<file path="src/rtl/ngp_pkg.sv">
// Shared types, character codes and helper functions for the NMEA GGA/GSA parser.
package ngp_pkg;

  // Character codes
  localparam logic [7:0] CH_DOLLAR = 8'h24;
  localparam logic [7:0] CH_STAR   = 8'h2A;
  localparam logic [7:0] CH_COMMA  = 8'h2C;
  localparam logic [7:0] CH_G      = 8'h47;
  localparam logic [7:0] CH_N      = 8'h4E;
  localparam logic [7:0] CH_S      = 8'h53;
  localparam logic [7:0] CH_A      = 8'h41;

  // Field positions and saturation limits
  localparam logic [4:0] GGA_FIX_COMMA  = 5'd6;
  localparam logic [4:0] GSA_PDOP_COMMA = 5'd15;
  localparam logic [4:0] COMMA_SAT      = 5'd31;
  localparam logic [7:0] LEN_SAT        = 8'hFF;
  localparam logic [2:0] PDOP_CHARS     = 3'd4;

  // Phase within one sentence; the sentence kind is held separately
  typedef enum logic [3:0] {
    PH_HUNT = 4'd0,
    PH_TAG1 = 4'd1,
    PH_TAG2 = 4'd2,
    PH_TAG3 = 4'd3,
    PH_TAG4 = 4'd4,
    PH_TAG5 = 4'd5,
    PH_DATA = 4'd6,
    PH_CAPT = 4'd7,
    PH_CK0  = 4'd8,
    PH_CK1  = 4'd9
  } ngp_phase_t;

  // Complete parser context
  typedef struct packed {
    logic        gsa;
    ngp_phase_t  phase;
    logic [7:0]  run_xor;
    logic [7:0]  length;
    logic [4:0]  commas;
    logic [2:0]  pdop_idx;
    logic [7:0]  fix;
    logic [31:0] pdop;
    logic [3:0]  ck_hi;
  } ngp_ctx_t;

  // Per-beat result
  typedef struct packed {
    logic [7:0]  echo_byte;
    logic        keep;
    logic        which_sentence;
    logic        sentence_begin;
    logic        gga_valid;
    logic        pair_done;
    logic        dropped;
    logic [7:0]  fix_char;
    logic [31:0] pdop_text;
  } ngp_result_t;

  // Decode one hex digit: bit 4 set when the character is not hex
  function automatic logic [4:0] hex_decode(input logic [7:0] c);
    logic [7:0] d;
    begin
      d = 8'h00;
      if (c >= 8'h30 && c <= 8'h39) begin
        d = c - 8'h30;
        hex_decode = {1'b0, d[3:0]};
      end else if (c >= 8'h41 && c <= 8'h46) begin
        d = c - 8'h37;
        hex_decode = {1'b0, d[3:0]};
      end else if (c >= 8'h61 && c <= 8'h66) begin
        d = c - 8'h57;
        hex_decode = {1'b0, d[3:0]};
      end else begin
        hex_decode = 5'h10;
      end
    end
  endfunction

  // Expected tag character for a prefix phase
  function automatic logic [7:0] tag_char(input logic gsa, input ngp_phase_t ph);
    begin
      case (ph)
        PH_TAG1: tag_char = CH_G;
        PH_TAG2: tag_char = CH_N;
        PH_TAG3: tag_char = CH_G;
        PH_TAG4: tag_char = gsa ? CH_S : CH_G;
        PH_TAG5: tag_char = CH_A;
        default: tag_char = 8'h00;
      endcase
    end
  endfunction

endpackage

</file>
<file path="src/rtl/ngp_step.sv">
// Per-byte next-context and result logic of the NMEA GGA/GSA parser.
module ngp_step #(
  parameter int MAX_SENTENCE = 128
) (
  input  ngp_pkg::ngp_ctx_t    ctx,
  input  logic [7:0]           rx_byte,
  output ngp_pkg::ngp_ctx_t    ctx_nxt,
  output ngp_pkg::ngp_result_t res
);
  import ngp_pkg::*;

  localparam logic [7:0] MaxLen = 8'(MAX_SENTENCE);

  logic [7:0] len_grown;
  logic [4:0] comma_inc;
  logic [4:0] comma_target;
  logic [2:0] pidx_inc;
  logic [4:0] hex;
  logic       keep, begin_s, good_gga, done, drop;

  assign len_grown    = (ctx.length == LEN_SAT) ? ctx.length : ctx.length + 8'd1;
  assign comma_inc    = (ctx.commas == COMMA_SAT) ? ctx.commas : ctx.commas + 5'd1;
  assign comma_target = ctx.gsa ? GSA_PDOP_COMMA : GGA_FIX_COMMA;
  assign pidx_inc     = ctx.pdop_idx + 3'd1;
  assign hex          = hex_decode(rx_byte);

  // Advance the parser by one byte
  always_comb begin
    ctx_nxt  = ctx;
    keep     = 1'b0;
    begin_s  = 1'b0;
    good_gga = 1'b0;
    done     = 1'b0;
    drop     = 1'b0;
    case (ctx.phase)
      PH_HUNT: begin
        if (rx_byte == CH_DOLLAR) begin
          keep             = 1'b1;
          begin_s          = 1'b1;
          ctx_nxt.run_xor  = 8'h00;
          ctx_nxt.length   = 8'd1;
          ctx_nxt.commas   = 5'd0;
          ctx_nxt.pdop_idx = 3'd0;
          ctx_nxt.phase    = PH_TAG1;
        end
      end
      PH_TAG1, PH_TAG2, PH_TAG3, PH_TAG4, PH_TAG5: begin
        if (rx_byte == tag_char(ctx.gsa, ctx.phase)) begin
          keep            = 1'b1;
          ctx_nxt.run_xor = ctx.run_xor ^ rx_byte;
          ctx_nxt.length  = len_grown;
          ctx_nxt.phase   = ngp_phase_t'(ctx.phase + 4'd1);
        end else begin
          drop          = 1'b1;
          ctx_nxt.phase = PH_HUNT;
        end
      end
      PH_DATA, PH_CAPT: begin
        keep           = 1'b1;
        ctx_nxt.length = len_grown;
        if (ctx.phase == PH_DATA && rx_byte == CH_STAR) begin
          ctx_nxt.phase = PH_CK0;
        end else begin
          ctx_nxt.run_xor = ctx.run_xor ^ rx_byte;
          if (ctx.phase == PH_DATA) begin
            if (rx_byte == CH_COMMA) begin
              ctx_nxt.commas = comma_inc;
              if (comma_inc == comma_target) begin
                ctx_nxt.pdop_idx = 3'd0;
                ctx_nxt.phase    = PH_CAPT;
              end
            end
          end else if (!ctx.gsa) begin
            ctx_nxt.fix   = rx_byte;
            ctx_nxt.phase = PH_DATA;
          end else begin
            ctx_nxt.pdop     = {ctx.pdop[23:0], rx_byte};
            ctx_nxt.pdop_idx = pidx_inc;
            if (pidx_inc >= PDOP_CHARS) begin
              ctx_nxt.pdop_idx = 3'd0;
              ctx_nxt.phase    = PH_DATA;
            end
          end
          // Drop on buffer overflow; this wins over a capture
          if (len_grown >= MaxLen) begin
            drop             = 1'b1;
            ctx_nxt.pdop_idx = 3'd0;
            ctx_nxt.phase    = PH_HUNT;
          end
        end
      end
      PH_CK0: begin
        keep           = 1'b1;
        ctx_nxt.length = len_grown;
        if (hex[4]) begin
          drop          = 1'b1;
          ctx_nxt.gsa   = 1'b0;
          ctx_nxt.phase = PH_HUNT;
        end else begin
          ctx_nxt.ck_hi = hex[3:0];
          ctx_nxt.phase = PH_CK1;
        end
      end
      PH_CK1: begin
        keep           = 1'b1;
        ctx_nxt.length = len_grown;
        ctx_nxt.phase  = PH_HUNT;
        if (!hex[4] && {ctx.ck_hi, hex[3:0]} == ctx.run_xor) begin
          if (ctx.gsa) begin
            done        = 1'b1;
            ctx_nxt.gsa = 1'b0;
          end else begin
            good_gga    = 1'b1;
            ctx_nxt.gsa = 1'b1;
          end
        end else begin
          drop        = 1'b1;
          ctx_nxt.gsa = 1'b0;
        end
      end
      default: begin
        ctx_nxt.gsa   = 1'b0;
        ctx_nxt.phase = PH_HUNT;
      end
    endcase
  end

  // Assemble the result beat
  always_comb begin
    res.echo_byte      = rx_byte;
    res.keep           = keep;
    res.which_sentence = ctx.gsa;
    res.sentence_begin = begin_s;
    res.gga_valid      = good_gga;
    res.pair_done      = done;
    res.dropped        = drop;
    res.fix_char       = ctx_nxt.fix;
    res.pdop_text      = ctx_nxt.pdop;
  end

endmodule

</file>
<file path="src/rtl/nmea_gga_gsa_sentence_parser_core.sv">
// Top level of the NMEA GGA/GSA sentence pair parser.
//
// Usage: feed received serial characters on the in_ channel (in_rx_byte),
// one beat per character. Every input beat yields exactly one out_ beat that
// echoes the character with its buffer-keep, sentence select and start marks,
// the GGA checksum match, pair-complete and drop flags, and the latest
// captured fix character and four PDOP characters.
// Timing: a result is registered and appears in the cycle after its input beat is accepted.
// Throughput: one character per cycle while the output is not stalled; the
// parser context is registered from each accepted byte, and the result sits
// in one output register.
// Stall: while out_ready is low the result holds; in_ready stays high as long
// as the output register is empty or being emptied in the same cycle.
// Reset: rst_n (synchronous, active low) returns the parser to the GGA hunt
// with all checksum, counts and captures cleared, and empties the output.
module nmea_gga_gsa_sentence_parser_core #(
  parameter int MAX_SENTENCE = 128
) (
  input  logic        clk,
  input  logic        rst_n,
  input  logic        in_valid,
  output logic        in_ready,
  input  logic [7:0]  in_rx_byte,
  output logic        out_valid,
  input  logic        out_ready,
  output logic [7:0]  out_echo_byte,
  output logic        out_keep,
  output logic        out_which_sentence,
  output logic        out_sentence_begin,
  output logic        out_gga_valid,
  output logic        out_pair_done,
  output logic        out_dropped,
  output logic [7:0]  out_fix_char,
  output logic [31:0] out_pdop_text
);
  import ngp_pkg::*;

  ngp_ctx_t    ctx_r, ctx_nxt;
  ngp_result_t res_nxt, res_r;
  logic        out_valid_r, out_valid_nxt;
  logic        in_acc;

  // Accept while the output register is free or draining
  assign in_ready = !out_valid_r || out_ready;
  assign in_acc   = in_valid && in_ready;

  ngp_step #(
    .MAX_SENTENCE(MAX_SENTENCE)
  ) u_step (
    .ctx     (ctx_r),
    .rx_byte (in_rx_byte),
    .ctx_nxt (ctx_nxt),
    .res     (res_nxt)
  );

  // Parser context: advance on each accepted beat
  always_ff @(posedge clk) begin
    if (!rst_n) begin
      ctx_r <= '0;
    end else if (in_acc) begin
      ctx_r <= ctx_nxt;
    end
  end

  // Output valid: set on accept, clear when taken
  assign out_valid_nxt = in_acc || (out_valid_r && !out_ready);

  always_ff @(posedge clk) begin
    if (!rst_n) begin
      out_valid_r <= 1'b0;
    end else begin
      out_valid_r <= out_valid_nxt;
    end
  end

  // Result payload: load on accept, hold otherwise
  always_ff @(posedge clk) begin
    if (in_acc) begin
      res_r <= res_nxt;
    end
  end

  assign out_valid          = out_valid_r;
  assign out_echo_byte      = res_r.echo_byte;
  assign out_keep           = res_r.keep;
  assign out_which_sentence = res_r.which_sentence;
  assign out_sentence_begin = res_r.sentence_begin;
  assign out_gga_valid      = res_r.gga_valid;
  assign out_pair_done      = res_r.pair_done;
  assign out_dropped        = res_r.dropped;
  assign out_fix_char       = res_r.fix_char;
  assign out_pdop_text      = res_r.pdop_text;

endmodule

</file>
<file path="config.mk">
export PLATFORM = sky130hd
export DESIGN_NAME = nmea_gga_gsa_sentence_parser_core
export DESIGN_NICKNAME = d
export VERILOG_FILES = /design/src/rtl/ngp_pkg.sv /design/src/rtl/ngp_step.sv /design/src/rtl/nmea_gga_gsa_sentence_parser_core.sv
export SDC_FILE = /design/constraint.sdc
export NUM_CORES = 1
export LEC_CHECK = 0
export ABC_AREA = 1
export BUFFER_PORTS_ARGS = -buffer_cell sky130_fd_sc_hd__buf_4
export CAP_MARGIN = 20
export CORE_MARGIN = 2
export CORE_UTILIZATION = 60
export CTS_BUF_LIST = sky130_fd_sc_hd__clkbuf_2 sky130_fd_sc_hd__clkbuf_4 sky130_fd_sc_hd__clkbuf_8
export CTS_CLUSTER_DIAMETER = 30
export CTS_CLUSTER_SIZE = 14
export DETAILED_ROUTE_END_ITERATION = 12
export PLACE_DENSITY = 0.82
export SYNTH_ARGS = -nofsm -noshare
export SYNTH_HDL_FRONTEND = slang
export SYNTH_SLANG_ARGS = --single-unit
</file>
<file path="constraint.sdc">
create_clock -name clk -period 3.2 [get_ports clk]
set_input_delay 0.48 -clock clk [delete_from_list [all_inputs] [get_ports clk]]
set_output_delay 0.48 -clock clk [all_outputs]
set_load 0.005 [all_outputs]
</file>
==> Yosys cells after proc, flatten, opt, wreduce, memory -nomap -nowiden <==
Index checks and enable logic that the tools add are counted.
{ "word_totals": {"reg_bits": 128, "inputBits": 12, "output_inout_bits": 56, "elab_cells": 146} }
{ "classes": {"n_addsub": 7, "n_lt_le_gt_ge": 8, "eq_ne": 29, "mux": 51, "n_bitwise": 3, "n_reduce_logical": 29} }
{ "ops": {"columns": ["cell", "n"], "rows": [
  ["$mux 40", 2],
  ["$mux 48", 1],
  ["$pmux 8 s3", 2],
  ["$mux 4", 10],
  ["$mux 8", 5],
  ["$mux 32", 1],
  ["$pmux 8 s4", 1],
  ["$mux 5", 6],
  ["$mux 28", 1],
  ["$eq 8x6->1 const B", 3],
  ["$eq 4x3->1 const B", 4],
  ["$eq 8x8->1", 2],
  ["$ge 8x7->1 const B", 2],
  ["$le 8x7->1 const B", 2],
  ["$mux 16", 1],
  ["$pmux 4 s4", 1],
  ["$pmux 8 s2", 1],
  ["$mux 3", 5],
  ["$mux 1", 11],
  ["$ne 2x1->1 const B", 5],
  ["$ne 5x5->1 const B", 2],
  ["$reduce_and 5->1", 2],
  ["$add 8x1->8 const B", 1],
  ["$eq 4x2->1 const B", 2],
  ["37 further kinds", 54]
]} }

==> Depth between registers and ports, before layout <==
Gate-level depths: netlist of the first run.
{ "logic_depth": {"depth_word": 9, "mapped_depth": 16, "ltp_nobuf": 16} }

==> Hierarchy <==
A second synthesis of the first run with hierarchy kept.
{ "unflattened": {"cells_unflattened": 1019, "hier_area_um2": 7651.1} }
{ "by_module_without_submodules": {"columns": ["mod", "instances", "cells_per_inst", "area_each_um2", "seq_area_each_um2"], "rows": [
  ["nmea_gga_gsa_sentence_parser_core", 1, 538, 4944.7, 3103.0],
  ["ngp_step", 1, 481, 2706.3, 0.0]
]} }

==> Least setup slack after synthesis of the first run <==
Ideal clock, no wire load.
{ "synth_timing": {"kind": "input to register", "start": "input out_ready", "end": "register res_r (netlist bit out_dropped), enable pin", "setup_time_ps": 440, "arrival_time_ps": 2546, "required_time_ps": 2760, "slack_ps": 214, "stages": 5, "n_path_buf": 1, "cell_sequence": "inv_1 -> nand2_1 -> nand2_1 -> clkinv_1 -> clkbuf_1"} }
{ "synth_via": {"elab_chain_cells": 2} }
{ "synth_rtl": {"columns": ["element", "line_no", "rtl"], "rows": [
  ["start, declared", "nmea_gga_gsa_sentence_parser_core.sv:25", "input logic out_ready,"],
  ["$logic_or 1x1->1", "nmea_gga_gsa_sentence_parser_core.sv:44", "assign in_ready = !out_valid_r || out_ready;"],
  ["net in_ready", "nmea_gga_gsa_sentence_parser_core.sv:22", "output logic in_ready,"],
  ["$logic_and 1x1->1", "nmea_gga_gsa_sentence_parser_core.sv:45", "assign in_acc = in_valid && in_ready;"],
  ["net in_acc", "nmea_gga_gsa_sentence_parser_core.sv:41", "logic in_acc;"],
  ["end signal, assigned", "nmea_gga_gsa_sentence_parser_core.sv:79", "res_r <= res_nxt;"],
  ["end, declared", "nmea_gga_gsa_sentence_parser_core.sv:39", "ngp_result_t res_nxt, res_r;"]
]} }
The timed path passes the listed nets, and every way through them passes these cells.
A chain may end at the register's enable or synchronous reset.

==> Worst setup path in the final report of the first run <==
{ "layout_timing": {"start": "register ctx_r[70] (netlist name)", "end": "register ctx_r[69] (netlist name)"} }
{ "layout_via": {"elab_chain_cells": 7, "word_cells_on_any_way": 26, "classes_between": "eq/ne: 13; mux: 7; reduce/logical: 6"} }
{ "layout_rtl": {"columns": ["element", "line_no", "rtl"], "rows": [
  ["start, declared", "nmea_gga_gsa_sentence_parser_core.sv:38", "ngp_ctx_t ctx_r, ctx_nxt;"],
  ["start signal, assigned", "nmea_gga_gsa_sentence_parser_core.sv:61", "ctx_r <= ctx_nxt;"],
  ["$eq 4x1->1 / $eq 4x2->1 (equally long branches)", "ngp_pkg.sv:83, ngp_step.sv:35", null],
  ["$reduce_or 2->1 (no source line)", null, null],
  ["$pmux 8 s4", "ngp_pkg.sv:83", "case (ph)"],
  ["$mux 8", "ngp_step.sv:35", "case (ctx.phase)"],
  ["$eq 8x8->1", "ngp_step.sv:48", "if (rx_byte == tag_char(ctx.gsa, ctx.phase)) begin"],
  ["$mux 4", "ngp_step.sv:48", null],
  ["$pmux 4 s4", "ngp_step.sv:35", null]
]} }
Several ways; a longest one is shown, not always the timed one. The select of a mux whose other input is x is not followed.

==> flow_summary.json, run 1 <==
{
  "start_util_pct": 61.8,
  "r2r_slack_ns": 0.76,
  "first_pass_iters": 5,
  "cts-root-buf": "clkbuf_8",
  "endpoint_kind": "flip-flop",
  "required_ns": 3.53,
  "cts_resized": 0,
  "synth_top_family_by_area": "simple AND/OR/NAND/NOR gates",
  "synthSimpleGateAreaFrac_pct": 23.4,
  "vias": 5500,
  "holdBufCountCts": 0,
  "cts_buffers": 17,
  "path_cells": "inv_2 > nor2_4 > nand2_1 > nor2_1 > nand2_2 > nor2_1 > nand3_1 > nand2_1 > nor2_1 > nand2_1 > inv_1 > nand2_1 > a21oi_1",
  "finClkSkew_ns": 0.0129,
  "wl_per_cell_um": 14.8,
  "arrival_ns": 2.77,
  "rows": 37,
  "start_kind": "flip-flop",
  "outcome": "finished clean",
  "ys_seq_elements": 128,
  "finalMaxSlewViolations": 0,
  "synth.distinct_cells": 38,
  "fmax_mhz": 410,
  "synth_area_leader_cell": "edfxtp_1",
  "hold_path.class": "in -> reg",
  "crit_family": "simple AND/OR/NAND/NOR gates",
  "grt_pass1_wl_um": 24300,
  "tns_ns": 0,
  "cts_setup_buffers": 0,
  "finish.utilization_pct": 70.8,
  "synth_compound_area_share_pct": 13.5,
  "worst_pin_slew_ns": 0.798,
  "synthXorXnorAreaFrac_pct": 3.15,
  "synth-seq-area-share_pct": 48.9,
  "synth_fp_nets": 823,
  "cts_max_level": 4,
  "clk_latency_ns": 0.45,
  "diodes": 0,
  "grt_antenna_before_repair": 0,
  "die_height_um": 107,
  "ir_drop_mv": 0.284,
  "synth_top_area_share_pct": 25.5,
  "gp_congestion": 0.916,
  "slew_headroom_pct": 46.8,
  "clock-sinks": 128,
  "cp_max_fo": 30,
  "finalHoldViolations": 0,
  "leakagePower_nw": 3.29,
  "io_buffer_count": 67,
  "final_common_cell": "nand2_1",
  "muxShareOfSynthArea_pct": 0,
  "final.min_clock_period_ns": 2.44,
  "path_clk_slew_ns": 0.07,
  "worstSetupPathType": "reg -> reg",
  "layout.nets": 885,
  "antenna_left": 0,
  "grt_usage_pct": 27.3,
  "io_pins": 68,
  "p_total_w": 0.00337,
  "synth_cells": 800,
  "synthTopCellsByArea": "edfxtp_1, dfxtp_1, nand2_1",
  "rsz0062_at_grt": "false",
  "synthAdderAreaFrac_pct": 2.17,
  "coreArea_um2": 10300,
  "setup_violations": 0,
  "dp_hpwl_um": 10300,
  "synth_area_um2": 6350,
  "vias_per_cell": 5.44,
  "route.detailed.drc": 0,
  "die_w_um": 107,
  "grt_max_degree": 71,
  "drt-total-wl_um": 15000,
  "cp_slowest_stage_delay_ns": 0.54,
  "final_cell_mix": "nand2_1, inv_1, nor2_1",
  "grt-ovfl-total": 0,
  "cpMostUsedCell": "nand2_1",
  "fin_crit_sh_pct": 76.2,
  "die_area_um2": 11400,
  "power_density_nw_per_um2": 463,
  "drive_above_1_share_pct": 15.1,
  "grt_pass1_vias": 5187,
  "path_buf_inv": 2,
  "critical-path-slowest-cell": "dfxtp_1",
  "drtIter0Drc": 419,
  "syn_avg_cell_area_um2": 7.94,
  "drv_cap": 0,
  "cts_max_path_buffers": 2,
  "yosysWarnings": 0,
  "area_growth_pct": 14.6,
  "tritoncts": "built"
}
final cells by class:
| type | instances | area [um^2] |
|---|---|---|
| Timing Repair Buffer | 73 | 561 |
| Inverter | 111 | 419 |
| Tap cell | 136 | 170 |
| Sequential cell | 128 | 3100 |
| Fill cell | 847 | 3000 |
| Clock inverter | 11 | 65.1 |
| Clock buffer | 21 | 277 |
| Multi-Input combinational cell | 531 | 2680 |
flip-flops by register name, indices dropped and copies added, names as in the netlist:
register            count
out_keep                1
ctx_r                  73
out_fix_char            8
out_valid               1
out_pair_done           1
out_gga_valid           1
out_pdop_text          32
out_which_sentence      1
out_dropped             1
out_sentence_begin      1
out_echo_byte           8
synthesized netlist by cell type:
cell and n:
nor2_2 3, nor2_4 5, clkbuf_1 19, nand2_4 3, nand2_1 164, buf_1 1
a211oi_1 1, a21boi_0 1, ha_1 11, o21ai_2 2, edfxtp_1 54, xnor2_1 8
xor2_1 13, nand3b_1 8, nor3_1 3, inv_4 1, inv_1 102, a21oi_4 1
a31oi_1 1, or2_2 1, nor2_1 81, inv_2 7, dfxtp_1 74, buf_6 4
o21a_1 2, o21ai_0 74, o21ai_1 22, nor3_2 1, buf_2 6, nand3_1 45
nand2_8 1, clkinv_1 1, nand2_2 1, xor2_2 1, a21oi_1 59, o211a_1 1
nor4_1 1, nand4_1 17
power breakdown:
part / internal, W / leakage [nW] / switching, W
combinational: 0.000132 / 1.98 / 0.000202
sequential: 0.00180 / 1.15 / 0.0000339
clock: 0.000581 / 0.167 / 0.000626
cells by family after synthesis:
kind of cell | after synthesis
flops | 128
buf+inv | 141
xor+xnor | 22
compound gates | 164
fa+ha+maj | 11
simple gates | 334
path summary, 6_finish.rpt:
check / startpoint / endpoint / cells after the start
setup / recovery: ctx_r[70]$_SDFFE_PN0P_ / ctx_r[69]$_SDFFE_PN0P_ / 13
setup reg to reg: ctx_r[70]$_SDFFE_PN0P_ / ctx_r[69]$_SDFFE_PN0P_ / 13
hold reg to reg: ctx_r[46]$_SDFFE_PN0P_ / ctx_r[46]$_SDFFE_PN0P_ / 2
hold / removal: in_rx_byte[1] / out_echo_byte[1]$_DFFE_PP_ / 1
metal layers:
layer	wire length (um)	track usage, %
met4	172	10.4
met1	6150	32.2
met3	919	6.63
met5	0	0
met2	7710	48.1
worst register-to-register path: stages, from the launching register on:
cell and delay [ns]:
dfxtp_1 0.54, inv_2 0.10, nor2_4 0.15, nand2_1 0.06
nor2_1 0.22, nand2_2 0.41, nor2_1 0.25, nand3_1 0.09
nand2_1 0.09, nor2_1 0.05, nand2_1 0.14, inv_1 0.10
nand2_1 0.08, a21oi_1 0.05
through the flow:
step / hold WS [ns] / area (um^2) / setup slack [ns] / instances
2_1_floorplan: 0.424 / 6350 / 0.214 / 800
3_3_place_gp: 0.435 / 6940 / 0.797 / 979
3_5_place_dp: 0.440 / 6940 / 0.671 / 979
4_1_cts: 0.250 / 7280 / 0.783 / 1011
5_1_grt: 0.262 / 7280 / 0.516 / 1011
6_report: 0.280 / 7280 / 0.762 / 1011
Power figures use the tool's default switching activity.
==> run 2: changes to the inputs <==
clock period = 2.4 ns   (was 3.2 ns; I/O delays follow)
==> run 2 against run 1 <==
Effect of this change:
- die area did not move
- maximum frequency rose by 9.7%
- combinational power rose by 34%
- cell count rose by 0.20%
- critical path depth fell by 1
- first-iteration DRC count rose by 1.9%
- clock-buffer cell count fell by 3
- largest cell class unchanged
- register-to-register slack got worse by 0.58 ns
- clock power rose by 65%
- wire length rose by 1.6%
==> flow_summary.json, run 2 (same netlist as run 1, synthesis figures left out) <==
{
  "largest_reg_flops": 73,
  "gp_congestion": 0.904,
  "grt_usage_pct": 27.5,
  "die_w_um": 107,
  "die_height_um": 107,
  "pwr-share-seq_pct": 50.0,
  "cpMostUsedCell": "nand2_1",
  "use_met2_pct": 46.9,
  "ir_drop_mv": 0.320,
  "cp_max_fo": 19,
  "first_pass_iters": 6,
  "antenna_left": 0,
  "fmax_mhz": 450,
  "clock-sinks": 128,
  "wl_per_cell_um": 15.0,
  "finalHoldViolations": 0,
  "die_area_um2": 11400,
  "drtIter0Drc": 427,
  "diodes": 0,
  "grt_pass1_wl_um": 24700,
  "worstSetupPathType": "reg -> reg",
  "drive_above_1_share_pct": 16.2,
  "rows": 37,
  "area_growth_pct": 16.7,
  "combPwrFrac_pct": 9.2,
  "clockPowerShare_pct": 40.9,
  "cp_slowest_stage_delay_ns": 0.43,
  "io_pins": 68,
  "start_util_pct": 61.8,
  "tns_ns": 0,
  "hold_path.class": "in -> reg",
  "fin_area_um2": 7410,
  "top_usage_layer": "met2",
  "cts_buffers": 17,
  "worst_pin_slew_ns": 0.586,
  "drv_cap": 0,
  "route.detailed.drc": 0,
  "use_met3_pct": 4.62,
  "setup_violations": 0,
  "grt-ovfl-total": 0,
  "cts_max_path_buffers": 2,
  "io_buffer_count": 67,
  "drt-total-wl_um": 15200,
  "final.min_clock_period_ns": 2.22,
  "finClkSkew_ns": 0.00985,
  "vias_per_cell": 5.51,
  "fillers": 804,
  "outcome": "finished clean",
  "cts_max_level": 4,
  "slew_headroom_pct": 60.9,
  "coreArea_um2": 10300,
  "grt_pass1_vias": 5263,
  "internal_power_w": 0.00365,
  "power_density_nw_per_um2": 660,
  "leakagePower_nw": 3.35,
  "final_common_cell": "nand2_1",
  "placed_area_um2": 6960,
  "tritoncts": "built",
  "path_clk_slew_ns": 0.08,
  "netSwitchingPower_w": 0.00124,
  "layout.nets": 887,
  "p_sw_share_pct": 25.4,
  "final_cell_mix": "nand2_1, inv_1, nor2_1",
  "clk_latency_ns": 0.45,
  "rsz0062_at_grt": "true",
  "endpoint_kind": "flip-flop",
  "path_cells": "inv_1 > ha_1 > o21ai_2 > nand3_1 > nand2_1 > nand2_1 > nor2_4 > nand2_4 > nand2_8 > nand2_2 > nand2_1 > a21oi_1",
  "arrival_ns": 2.53,
  "path_buf_inv": 1,
  "grt_antenna_before_repair": 0,
  "crit_family": "simple AND/OR/NAND/NOR gates",
  "grt_max_degree": 65,
  "holdWs_ns": 0.167,
  "fin_crit_sh_pct": 92.6,
  "cts-root-buf": "clkbuf_8",
  "start_kind": "flip-flop",
  "required_ns": 2.71,
  "dp_hpwl_um": 10400,
  "finish.utilization_pct": 72.1,
  "finalMaxSlewViolations": 0,
  "holdBufCountCts": 0,
  "vias": 5586,
  "met1_usage_pct": 33.6,
  "top_register": "ctx_r",
  "critical-path-slowest-cell": "dfxtp_1"
}
[run 2: cell types whose count changed in the layout (fill, tap and decap cells not counted), sizes merged]
cell | before | now
buf | 73 | 75
clkinvlp | 4 | 2
inv | 112 | 116
clkinv | 6 | 4
clkbuf | 21 | 18
bufinv | 0 | 3
[run 2: worst register-to-register path: cells and delay by family (launching register included)]
kind	cells	cell delay, ns
adder cells (fa/ha/maj)	1	0.28
AND/OR/NAND/NOR	8	0.95
buffers and inverters	1	0.11
flip-flops	1	0.43
AO/OA/AOI/OAI	2	0.31
[run 2: timing repair]
action / CTS / global route
endpoints found under the hold margin: 0 / 0
setup endpoints to repair: 0 / 20
buffers inserted: 0 / 0
resized for setup: 0 / 6
[run 2: power by group through the flow]
stage          Sequential, W  Clock [W]  Combinational (W)
2_1_floorplan        0.00249          0           0.000239
6_report             0.00244    0.00200           0.000448
3_5_place_dp         0.00249          0           0.000442
3_3_place_gp         0.00248          0           0.000425
5_1_grt              0.00245    0.00209           0.000500
4_1_cts              0.00244    0.00201           0.000447
[run 2: layer usage]
metal / vias to the layer above / wire (um) / share of wire (%)
li1: 2746 / - / -
met1: 2603 / 6290 / 41
met2: 190 / 7600 / 50
met3: 47 / 769 / 5.1
met4: 0 / 542 / 3.6
met5: - / 0 / 0
[run 2: metrics by stage]
step	setup WS (ns)	std cells	power (W)
global placement	0.125	981	0.00291
global route	-0.00954	1013	0.00504
detailed placement	0.0373	981	0.00293
floorplan	0.410	800	0.00273
CTS	0.0749	1013	0.00490
finish	0.178	1013	0.00489
[run 2: final cells by class]
| type | instances | area, um^2 | share of cell area (%) |
|---|---|---|---|
| timing repair buffer | 75 | 588 | 7.94 |
| inverter | 111 | 419 | 5.66 |
| clock inverter | 14 | 179 | 2.42 |
| tap | 136 | 170 | 2.30 |
| sequential | 128 | 3100 | 41.9 |
| clock buffer | 18 | 248 | 3.34 |
| multi-input combinational | 531 | 2700 | 36.4 |
[run 2: path summary, 6_finish.rpt]
check / from / cells after the start / to / slack, ns
worst max-delay path: ctx_r[68]$_SDFFE_PN0P_ / 12 / ctx_r[67]$_SDFFE_PN0P_ / 0.18
worst min-delay path: in_valid / 3 / out_valid$_SDFF_PN0_ / 0.17
worst max register to register: ctx_r[68]$_SDFFE_PN0P_ / 12 / ctx_r[67]$_SDFFE_PN0P_ / 0.18
worst min register to register: ctx_r[46]$_SDFFE_PN0P_ / 2 / ctx_r[46]$_SDFFE_PN0P_ / 0.48
